## config.mk

```make
export PLATFORM = sky130hd
export DESIGN_NAME = privacy_button_latch_controller_core
export DESIGN_NICKNAME = d
export VERILOG_FILES = /design/src/rtl/pbl_pkg.sv /design/src/rtl/privacy_button_latch_controller_core.sv
export SDC_FILE = /design/constraint.sdc
export NUM_CORES = 1
export LEC_CHECK = 0
export ABC_AREA = 1
export BUFFER_PORTS_ARGS = -buffer_cell sky130_fd_sc_hd__buf_2
export CORE_ASPECT_RATIO = 1.4
export CORE_UTILIZATION = 27
export CTS_CLUSTER_SIZE = 24
export DETAILED_ROUTE_END_ITERATION = 12
export PLACE_DENSITY = 0.45
export SETUP_SLACK_MARGIN = 0.3
export SYNTH_ARGS = -nofsm -noshare
export SYNTH_HDL_FRONTEND = slang
export SYNTH_SLANG_ARGS = --single-unit
```

## constraint.sdc

```tcl
create_clock -name clk -period 8.22 [get_ports clk]
set_input_delay 2.055 -clock clk [delete_from_list [all_inputs] [get_ports clk]]
set_output_delay 2.055 -clock clk [all_outputs]
set_load 0.02 [all_outputs]
```

## src/rtl/pbl_pkg.sv

```systemverilog
// Shared constants for the privacy button latch controller.
// Holds register reset values, register indexes and port widths; no dependencies.
`default_nettype none

package pbl_pkg;

	localparam int CFG_W          = 16;
	localparam int CFG_IDX_W      = 2;
	localparam int COUNT_WIDTH_DEF = 16;

	// register indexes on the configuration port
	localparam logic [CFG_IDX_W-1:0] REG_DEBOUNCE    = 2'd0;
	localparam logic [CFG_IDX_W-1:0] REG_SHORT_PRESS = 2'd1;
	localparam logic [CFG_IDX_W-1:0] REG_MUTE_DELAY  = 2'd2;
	localparam logic [CFG_IDX_W-1:0] REG_PULSE       = 2'd3;

	// register values after reset, in ticks
	localparam logic [CFG_W-1:0] DEBOUNCE_RST    = 16'd50;
	localparam logic [CFG_W-1:0] SHORT_PRESS_RST = 16'd3000;
	localparam logic [CFG_W-1:0] MUTE_DELAY_RST  = 16'd50;
	localparam logic [CFG_W-1:0] PULSE_RST       = 16'd1000;

endpackage

`default_nettype wire

```

## src/rtl/privacy_button_latch_controller_core.sv

```systemverilog
// Privacy button latch controller: debounce, press timing, mute delay and enable pulse.
// Depends on pbl_pkg for register indexes, reset values and widths.
`default_nettype none

// One request is one tick of the button, latch and software-engage lines, and
// yields one result with the enable level and the key and mute reports. The
// block takes one request per clock while the result is not stalled: a request
// is registered, all counters and flags are updated from it by compare/decrement
// logic, and the result is held in an output register, so throughput is one
// request per cycle when not stalled. A stalled result holds the input register,
// so the input stalls once both registers are full. Timer registers are loaded
// with their configured value clamped to 1..2^COUNT_WIDTH-1.
// Write configuration only while no request is in flight.
module privacy_button_latch_controller_core
	import pbl_pkg::*;
#(
	parameter int COUNT_WIDTH = COUNT_WIDTH_DEF
) (
	input  wire logic                 clk,
	input  wire logic                 arst_n,

	input  wire logic                 in_valid,
	output logic                      in_ready,
	input  wire logic                 button_level,
	input  wire logic                 latch_level,
	input  wire logic                 soft_engage,

	output logic                      out_valid,
	input  wire logic                 out_ready,
	output logic                      enable_drive,
	output logic                      key_level,
	output logic                      key_event,
	output logic                      mute_level,
	output logic                      mute_event,

	input  wire logic                 cfg_valid,
	output logic                      cfg_ready,
	input  wire logic [CFG_IDX_W-1:0] cfg_index,
	input  wire logic [CFG_W-1:0]     cfg_data
);

	localparam int LW = (COUNT_WIDTH > CFG_W) ? COUNT_WIDTH : CFG_W;
	localparam logic [COUNT_WIDTH-1:0] CNT_MAX   = {COUNT_WIDTH{1'b1}};
	localparam logic [LW-1:0]          CNT_MAX_X = LW'(CNT_MAX);

	typedef logic [COUNT_WIDTH-1:0] cnt_t;

	function automatic cnt_t clamp_load(input logic [CFG_W-1:0] v);
		logic [LW-1:0] vx;
		vx = LW'(v);
		if (vx > CNT_MAX_X) vx = CNT_MAX_X;
		if (vx == '0) vx = LW'(1);
		return vx[COUNT_WIDTH-1:0];
	endfunction

	// configuration registers
	logic [CFG_W-1:0] debounce_q, short_press_q, mute_delay_q, pulse_q;

	// input stage
	logic valid_s1, button_s1, latch_s1, soft_s1;

	// block state
	logic last_raw_q, deb_armed_q, key_pressed_q, engage_armed_q;
	logic mute_armed_q, pulse_pending_q, reported_latch_q, reported_once_q;
	cnt_t deb_count_q, press_elapsed_q, mute_count_q, pulse_count_q;

	// next state
	logic last_raw_d, deb_armed_d, key_pressed_d, engage_armed_d;
	logic mute_armed_d, pulse_pending_d, reported_latch_d, reported_once_d;
	cnt_t deb_count_d, press_elapsed_d, mute_count_d, pulse_count_d;
	logic key_event_d, mute_event_d, mute_fire;
	cnt_t deb_load, mute_load, pulse_load;

	logic advance;

	assign cfg_ready = 1'b1;
	assign advance   = valid_s1 && (!out_valid || out_ready);
	assign in_ready  = !valid_s1 || advance;

	assign deb_load   = clamp_load(debounce_q);
	assign mute_load  = clamp_load(mute_delay_q);
	assign pulse_load = clamp_load(pulse_q);

	always_ff @(posedge clk or negedge arst_n) begin
		if (!arst_n) begin
			debounce_q    <= DEBOUNCE_RST;
			short_press_q <= SHORT_PRESS_RST;
			mute_delay_q  <= MUTE_DELAY_RST;
			pulse_q       <= PULSE_RST;
		end else if (cfg_valid) begin
			unique case (cfg_index)
				REG_DEBOUNCE:    debounce_q    <= cfg_data;
				REG_SHORT_PRESS: short_press_q <= cfg_data;
				REG_MUTE_DELAY:  mute_delay_q  <= cfg_data;
				REG_PULSE:       pulse_q       <= cfg_data;
				default: ;
			endcase
		end
	end

	always_ff @(posedge clk or negedge arst_n) begin
		if (!arst_n) begin
			valid_s1 <= 1'b0;
		end else if (in_ready) begin
			valid_s1 <= in_valid;
		end
	end

	always_ff @(posedge clk) begin
		if (in_valid && in_ready) begin
			button_s1 <= button_level;
			latch_s1  <= latch_level;
			soft_s1   <= soft_engage;
		end
	end

	always_comb begin
		press_elapsed_d  = press_elapsed_q;
		pulse_count_d    = pulse_count_q;
		pulse_pending_d  = pulse_pending_q;
		mute_count_d     = mute_count_q;
		mute_armed_d     = mute_armed_q;
		last_raw_d       = last_raw_q;
		deb_count_d      = deb_count_q;
		deb_armed_d      = deb_armed_q;
		key_pressed_d    = key_pressed_q;
		engage_armed_d   = engage_armed_q;
		reported_latch_d = reported_latch_q;
		reported_once_d  = reported_once_q;
		key_event_d      = 1'b0;
		mute_event_d     = 1'b0;
		mute_fire        = 1'b0;

		if (key_pressed_q && press_elapsed_q != CNT_MAX)
			press_elapsed_d = press_elapsed_q + cnt_t'(1);

		if (pulse_count_q != '0) pulse_count_d = pulse_count_q - cnt_t'(1);
		if (pulse_count_d == '0 && pulse_pending_q) begin
			pulse_count_d   = pulse_load;
			pulse_pending_d = 1'b0;
		end

		if (mute_armed_q) begin
			if (mute_count_q != '0) mute_count_d = mute_count_q - cnt_t'(1);
			if (mute_count_d == '0) begin
				mute_armed_d = 1'b0;
				mute_fire    = 1'b1;
			end
		end

		if (button_s1 != last_raw_q) begin
			last_raw_d  = button_s1;
			deb_count_d = deb_load;
			deb_armed_d = 1'b1;
		end else if (deb_armed_q) begin
			if (deb_count_q != '0) deb_count_d = deb_count_q - cnt_t'(1);
			if (deb_count_d == '0) begin
				deb_armed_d = 1'b0;
				if (button_s1 != key_pressed_q) begin
					key_pressed_d = button_s1;
					key_event_d   = 1'b1;
					if (button_s1) begin
						press_elapsed_d = '0;
						engage_armed_d  = !latch_s1;
					end else begin
						// short press that started with the latch off
						if (engage_armed_q && (LW'(press_elapsed_d) < LW'(short_press_q))) begin
							mute_count_d = mute_load;
							mute_armed_d = 1'b1;
						end
						engage_armed_d = 1'b0;
					end
				end
			end
		end

		// first request starts an idle pulse, any other request goes pending
		if (soft_s1 || mute_fire) begin
			if (pulse_count_d == '0) begin
				pulse_count_d = pulse_load;
				if (soft_s1 && mute_fire) pulse_pending_d = 1'b1;
			end else begin
				pulse_pending_d = 1'b1;
			end
		end

		if (!reported_once_q || latch_s1 != reported_latch_q) begin
			mute_event_d     = 1'b1;
			reported_latch_d = latch_s1;
			reported_once_d  = 1'b1;
		end
	end

	always_ff @(posedge clk or negedge arst_n) begin
		if (!arst_n) begin
			last_raw_q       <= 1'b0;
			deb_count_q      <= '0;
			deb_armed_q      <= 1'b0;
			key_pressed_q    <= 1'b0;
			engage_armed_q   <= 1'b0;
			press_elapsed_q  <= '0;
			mute_count_q     <= '0;
			mute_armed_q     <= 1'b0;
			pulse_count_q    <= '0;
			pulse_pending_q  <= 1'b0;
			reported_latch_q <= 1'b0;
			reported_once_q  <= 1'b0;
		end else if (advance) begin
			last_raw_q       <= last_raw_d;
			deb_count_q      <= deb_count_d;
			deb_armed_q      <= deb_armed_d;
			key_pressed_q    <= key_pressed_d;
			engage_armed_q   <= engage_armed_d;
			press_elapsed_q  <= press_elapsed_d;
			mute_count_q     <= mute_count_d;
			mute_armed_q     <= mute_armed_d;
			pulse_count_q    <= pulse_count_d;
			pulse_pending_q  <= pulse_pending_d;
			reported_latch_q <= reported_latch_d;
			reported_once_q  <= reported_once_d;
		end
	end

	always_ff @(posedge clk or negedge arst_n) begin
		if (!arst_n) begin
			out_valid <= 1'b0;
		end else if (advance) begin
			out_valid <= 1'b1;
		end else if (out_ready) begin
			out_valid <= 1'b0;
		end
	end

	always_ff @(posedge clk) begin
		if (advance) begin
			enable_drive <= (pulse_count_d != '0);
			key_level    <= key_pressed_d;
			key_event    <= key_event_d;
			mute_level   <= reported_latch_d;
			mute_event   <= mute_event_d;
		end
	end

endmodule

`default_nettype wire
```

Yosys cells after proc, flatten, opt, wreduce, memory -nomap -nowiden
Cells that the tools add are included.
{ "word_totals": {"reg_bits": 146, "out_inout_bits": 8, "elab_cells": 138} }
{ "classes": {"addsub": 4, "order_cmp": 4, "eq_ne": 7, "mux": 57, "bitwise": 3, "n_reduce_logical": 37} }
{ "op_table": {"columns": ["cell", "n"], "rows": [
  ["16-bit two-way mux", 30],
  ["16-bit logical NOT", 7],
  ["16-bit nonzero test", 4],
  ["16-bit > comparator, second input constant", 3],
  ["16-bit by 1-bit subtractor with 16-bit output, second input constant", 3],
  ["1-bit two-way mux", 27],
  ["16-bit by 1-bit adder with 16-bit output, second input constant", 1],
  ["16-bit less-than comparator", 1],
  ["16-bit inequality test, second input constant", 1],
  ["2-bit AND reduction", 7],
  ["1-bit logical AND", 6],
  ["5-bit AND reduction", 1],
  ["2-bit equality test, second input constant", 2],
  ["1-bit logical NOT", 4],
  ["1-bit logical OR", 4],
  ["2-bit nonzero test", 2],
  ["1-bit inequality test", 3],
  ["1-bit NOT", 3],
  ["3-bit OR reduction", 1],
  ["2-bit by 1-bit equality test with 1-bit output, second input constant", 1],
  ["2-bit logical NOT", 1]
]} }

Longest topological paths before layout
{ "logic_depth": {"depth_word": 12, "ltp_mapped": 25} }

Least setup slack after synthesis
OpenSTA, ideal clock, no wires.
{ "synth_path": {"kind": "input port to output port", "startpoint": "input port out_ready", "endpoint": "output port in_ready", "arrival_ns": 2.308, "t_required_ns": 6.165, "slack_ns": 3.857, "cell_stages": 2, "n_path_buf": 0, "cell_sequence": "inv_1 -> nand3_1"} }
{ "synth_between": {"elab_chain_cells": 3} }
{ "synth_rtl": {"columns": ["item", "line", "rtl"], "rows": [
  ["start: declaration", "privacy_button_latch_controller_core.sv:29", "input wire logic out_ready,"],
  ["1-bit logical OR", "privacy_button_latch_controller_core.sv:77", "assign advance = valid_s1 && (!out_valid || out_ready);"],
  ["1-bit logical AND", "privacy_button_latch_controller_core.sv:77", null],
  ["1-bit logical OR", "privacy_button_latch_controller_core.sv:78", "assign in_ready = !valid_s1 || advance;"],
  ["end: declaration", "privacy_button_latch_controller_core.sv:23", "output logic in_ready,"]
]} }
No other way between the ends.

Worst setup path in the final report
{ "layout_path": {"startpoint": "register press_elapsed_q[0]", "endpoint": "register mute_count_q[15]"} }
{ "layout_between": {"elab_chain_cells": 11} }
{ "layout_rtl": {"columns": ["item", "line", "rtl"], "rows": [
  ["start: declaration", "privacy_button_latch_controller_core.sv:65", "cnt_t deb_count_q, press_elapsed_q, mute_count_q, pulse_count_q;"],
  ["start signal: assignment", "privacy_button_latch_controller_core.sv:214", "press_elapsed_q <= press_elapsed_d;"],
  ["parallel branches: the longest is 2 deep, another holds 16-bit by 1-bit adder with 16-bit output", null, null],
  ["16-bit two-way mux *", "privacy_button_latch_controller_core.sv:134", "if (key_pressed_q && press_elapsed_q != CNT_MAX)"],
  ["16-bit less-than comparator *", "privacy_button_latch_controller_core.sv:167", "if (engage_armed_q && (LW'(press_elapsed_d) < LW'(short_press_q))) begin"],
  ["1-bit logical AND *", "privacy_button_latch_controller_core.sv:167", null],
  ["16-bit two-way mux *", "privacy_button_latch_controller_core.sv:167", null],
  ["16-bit two-way mux *", "privacy_button_latch_controller_core.sv:162", "if (button_s1) begin"],
  ["16-bit two-way mux *", "privacy_button_latch_controller_core.sv:159", "if (button_s1 != key_pressed_q) begin"],
  ["16-bit two-way mux *", "privacy_button_latch_controller_core.sv:157", "if (deb_count_d == '0) begin"],
  ["16-bit two-way mux *", "privacy_button_latch_controller_core.sv:155", "end else if (deb_armed_q) begin"],
  ["16-bit two-way mux *", "privacy_button_latch_controller_core.sv:151", "if (button_s1 != last_raw_q) begin"],
  ["end signal: assignment", "privacy_button_latch_controller_core.sv:215", "mute_count_q <= mute_count_d;"],
  ["end: declaration", "privacy_button_latch_controller_core.sv:65", null]
]} }
Every way passes the cells marked *.
A chain may end at the register's enable or synchronous reset.

==> metrics.yaml <==
drt:
  drcViolationCount: 0
  vias: 7750
  first_pass_iters: 5
  ant_nets: 0
  wl_per_cell_um: 15.34
  avgViaCountPerCell: 4.624
  drt_iter0_drc: 470
  wirelength_mm: 25.70
clocking:
  cts-resized-gates: 0
  htreeDepth: 4
  post_cts_buffers: 0
  postCtsHoldBufs: 0
  clock_sinks: 146
  insertion_delay_ns: 0.44
  path_clk_slew_ns: 0.06
  cts_buffers: 17
  cts_tree: "built"
  clockBufferDepth: 2
  root_buffer: "clkbuf_16"
global_route:
  grt.busiest_layer: "met2"
  use_met2: 0.2969
  met3_usage: 0.02748
  grt_max_degree: 92
  antenna_found_initial: 0
  groute.usage.overall: 0.1619
  overflow: 0
  grt_util_met1: 0.1854
  grt_pass1_vias: 7818
  grt_first_pass_wirelength_mm: 41.70
timing:
  rsz0062_at_grt: "no"
  relSlewSlack: 0.2646
  fin_crit_ns: 4.752
  maxSlewViolCount: 0
  report.final.hold_viol_count: 0
  clock_skew_ns: 0.007535
  fmaxAchievable_ghz: 0.2104
  fin_crit_sh: 0.5781
  setup_tns_ns: 0
  tightest_slew_ns: 1.096
  setup_violations: 0
critical_path:
  r2r_cells: 20
  worstReg2RegStart: "press_elapsed_q[0]"
  critPathLaunchType: "register"
  crit_slowest_cell: "nand3_1"
  critical-path-max-stage-delay_ns: 0.51
  worst-path-buf-inv: 1
  critical_path.endpoint: "mute_count_q[15]"
  worstReg2RegEnd: "mute_count_q[15]"
  path_max_fanout: 16
  r2r_setup_slack_ns: 3.47
  crit_chain: "ha_1 > nand4_1 > nor2_1 > nand2_1 > nand2_1 > nor4_1 > nand3_1 > nor3_1 > nand3_1 > xor2_1 > ha_1 > a2111oi_0 > o221a_2 > a21boi_1 > buf_4 > nand3_1 > nor2_1 > nor2_1 > nand2_1 > nand2_1"
  cp-end-kind: "register"
  critPathMostFrequentCell: "nand2_1"
  cp_top_family: "simple AND/OR/NAND/NOR gates"
  worstSetupPathType: "reg -> reg"
  worst-path-stages: 20
  crit_start: "press_elapsed_q[0]"
  crit_required_ns: 8.55
  arrival_ns: 5.08
placed_design:
  placed_cell_area_mm2: 0.009457
  port-buffer-count: 32
  gp_congestion: 0.8378
  hpwl_mm: 18.99
yosys:
  synth_edf_count: 8
  ys.flop_type: "dfrtp_1"
  synth_warnings: 0
  async_flop_share: 0.9452
  ys_seq_area_frac: 0.4179
  synth_cell_types: 50
  synth.net_count: 1259
  ys_ff_latch: 146
  syn_avg_cell_area_um2: 7.340
  syn_inst: 1212
  syn_area_mm2: 0.008896
die:
  die_h_um: 216.8
  core_area_mm2: 0.03240
  io_pins: 34
  dieArea_mm2: 0.03369
  fp.dieW_um: 155.4
  initial_utilization: 0.2746
  num_rows: 78
power_and_ir_drop:
  cellPowerDensity_mw_per_mm2: 307.1
  vdd_ir_drop_max_v: 0.0001307
  p_leak_nw: 4.693
cells_and_area:
  syn_to_final_growth_pct: 12.66
  layout_commonest_cell: "nand2_1"
  final_cell_mix: "nand2_1 (325), inv_1 (139), nor2_1 (120), dfrtp_1 (119), o21ai_0 (115)"
  final_nets: 1271
  antenna_cells: 0
  fin_area_mm2: 0.01002
  num-fill-cells: 3636
  drive_gt1_frac: 0.09951
worst_hold_path:
  hold_class: "reg -> reg"
flow_run:
  max_cap_violations: 0
run_status:
  status: "finished clean"
where the power goes:
group | switching [mW] | internal, mW
Sequential | 0.218 | 0.937
Combinational | 0.743 | 0.415
Clock | 0.320 | 0.446
Total | 1.28 | 1.80
per-stage QoR:
stage                     std cells  total power [mW]  hold slack, ns  worst slack (ns)    util
after detailed placement       1645             2.329          0.4468             3.499  0.2919
after global placement         1645             2.325          0.4416             3.582  0.2919
final                          1676             3.078          0.4567             3.468  0.3093
after CTS                      1676             3.115          0.4617             3.476  0.3093
after global routing           1676             3.346          0.4950             3.065  0.3093
after floorplan                1212             1.995          0.4224             3.857       -
tightest hold or removal path: stages, from the launching register on:
cell and delay (ns):
dfrtp_1 0.33, inv_1 0.05, nand2_1 0.05
state kept, by name, indices dropped and copies added (netlist names), 16 cells and up:
register         count
deb_count_q         16
debounce_q          16
mute_count_q        16
mute_delay_q        16
press_elapsed_q     16
pulse_count_q       16
pulse_q             16
short_press_q       16
cell type report:
cell class / count / area (µm²) / share of cell area
tap: 440 / 550.5 / 0.05493
timing repair buffer: 38 / 211.5 / 0.02110
sequential: 146 / 3717 / 0.3709
clock inverter: 9 / 80.08 / 0.007990
clock buffer: 22 / 485.5 / 0.04844
inverter: 143 / 536.8 / 0.05356
multi-input combinational: 878 / 4441 / 0.4431
worst min path at each step:
stage                    start         endpoint  slack [ns]  cells after the start
6_report       reported_once_q  reported_once_q        0.46                      2
5_1_grt        reported_once_q  reported_once_q        0.49                      2
4_1_cts        reported_once_q  reported_once_q        0.46                      2
3_5_place_dp   reported_once_q  reported_once_q        0.45                      2
3_3_place_gp   reported_once_q  reported_once_q        0.44                      2
2_1_floorplan  reported_once_q  reported_once_q        0.42                      2
logic make-up (layout without fill, tap and decap cells):
group | count (synthesis) | in the layout | synth area share
xor+xnor | 45 | 45 | 0.04430
fa+ha+maj | 21 | 21 | 0.02954
compound gates | 205 | 205 | 0.1286
other cells | 1 | 1 | 0.0004215
simple gates | 606 | 606 | 0.2955
flops | 146 | 146 | 0.4179
buf+inv | 188 | 212 | 0.08383
per-layer routing:
| layer | vias to the layer above | part of all wire |
|---|---|---|
| met3 | 39 | 0.023 |
| met2 | 107 | 0.53 |
| met1 | 3612 | 0.42 |
| met4 | 0 | 0.025 |
| met5 | - | 0 |
| li1 | 3992 | - |
Yosys cell counts, types with 15 or more instances:
cell type	instances	share of area
inv_1	139	0.059
o21ai_0	115	0.065
a21oi_1	29	0.016
dfrtp_1	119	0.33
nand2_1	325	0.14
nor3_1	16	0.0090
nand4_1	30	0.021
ha_1	21	0.030
nand3_1	66	0.037
xor2_1	40	0.039
clkbuf_1	32	0.014
o22ai_1	17	0.012
a31oi_1	17	0.012
nor2_1	120	0.051
dfstp_2	19	0.056
nor4_1	15	0.011
No activity file was read; power rests on OpenSTA's default activity.
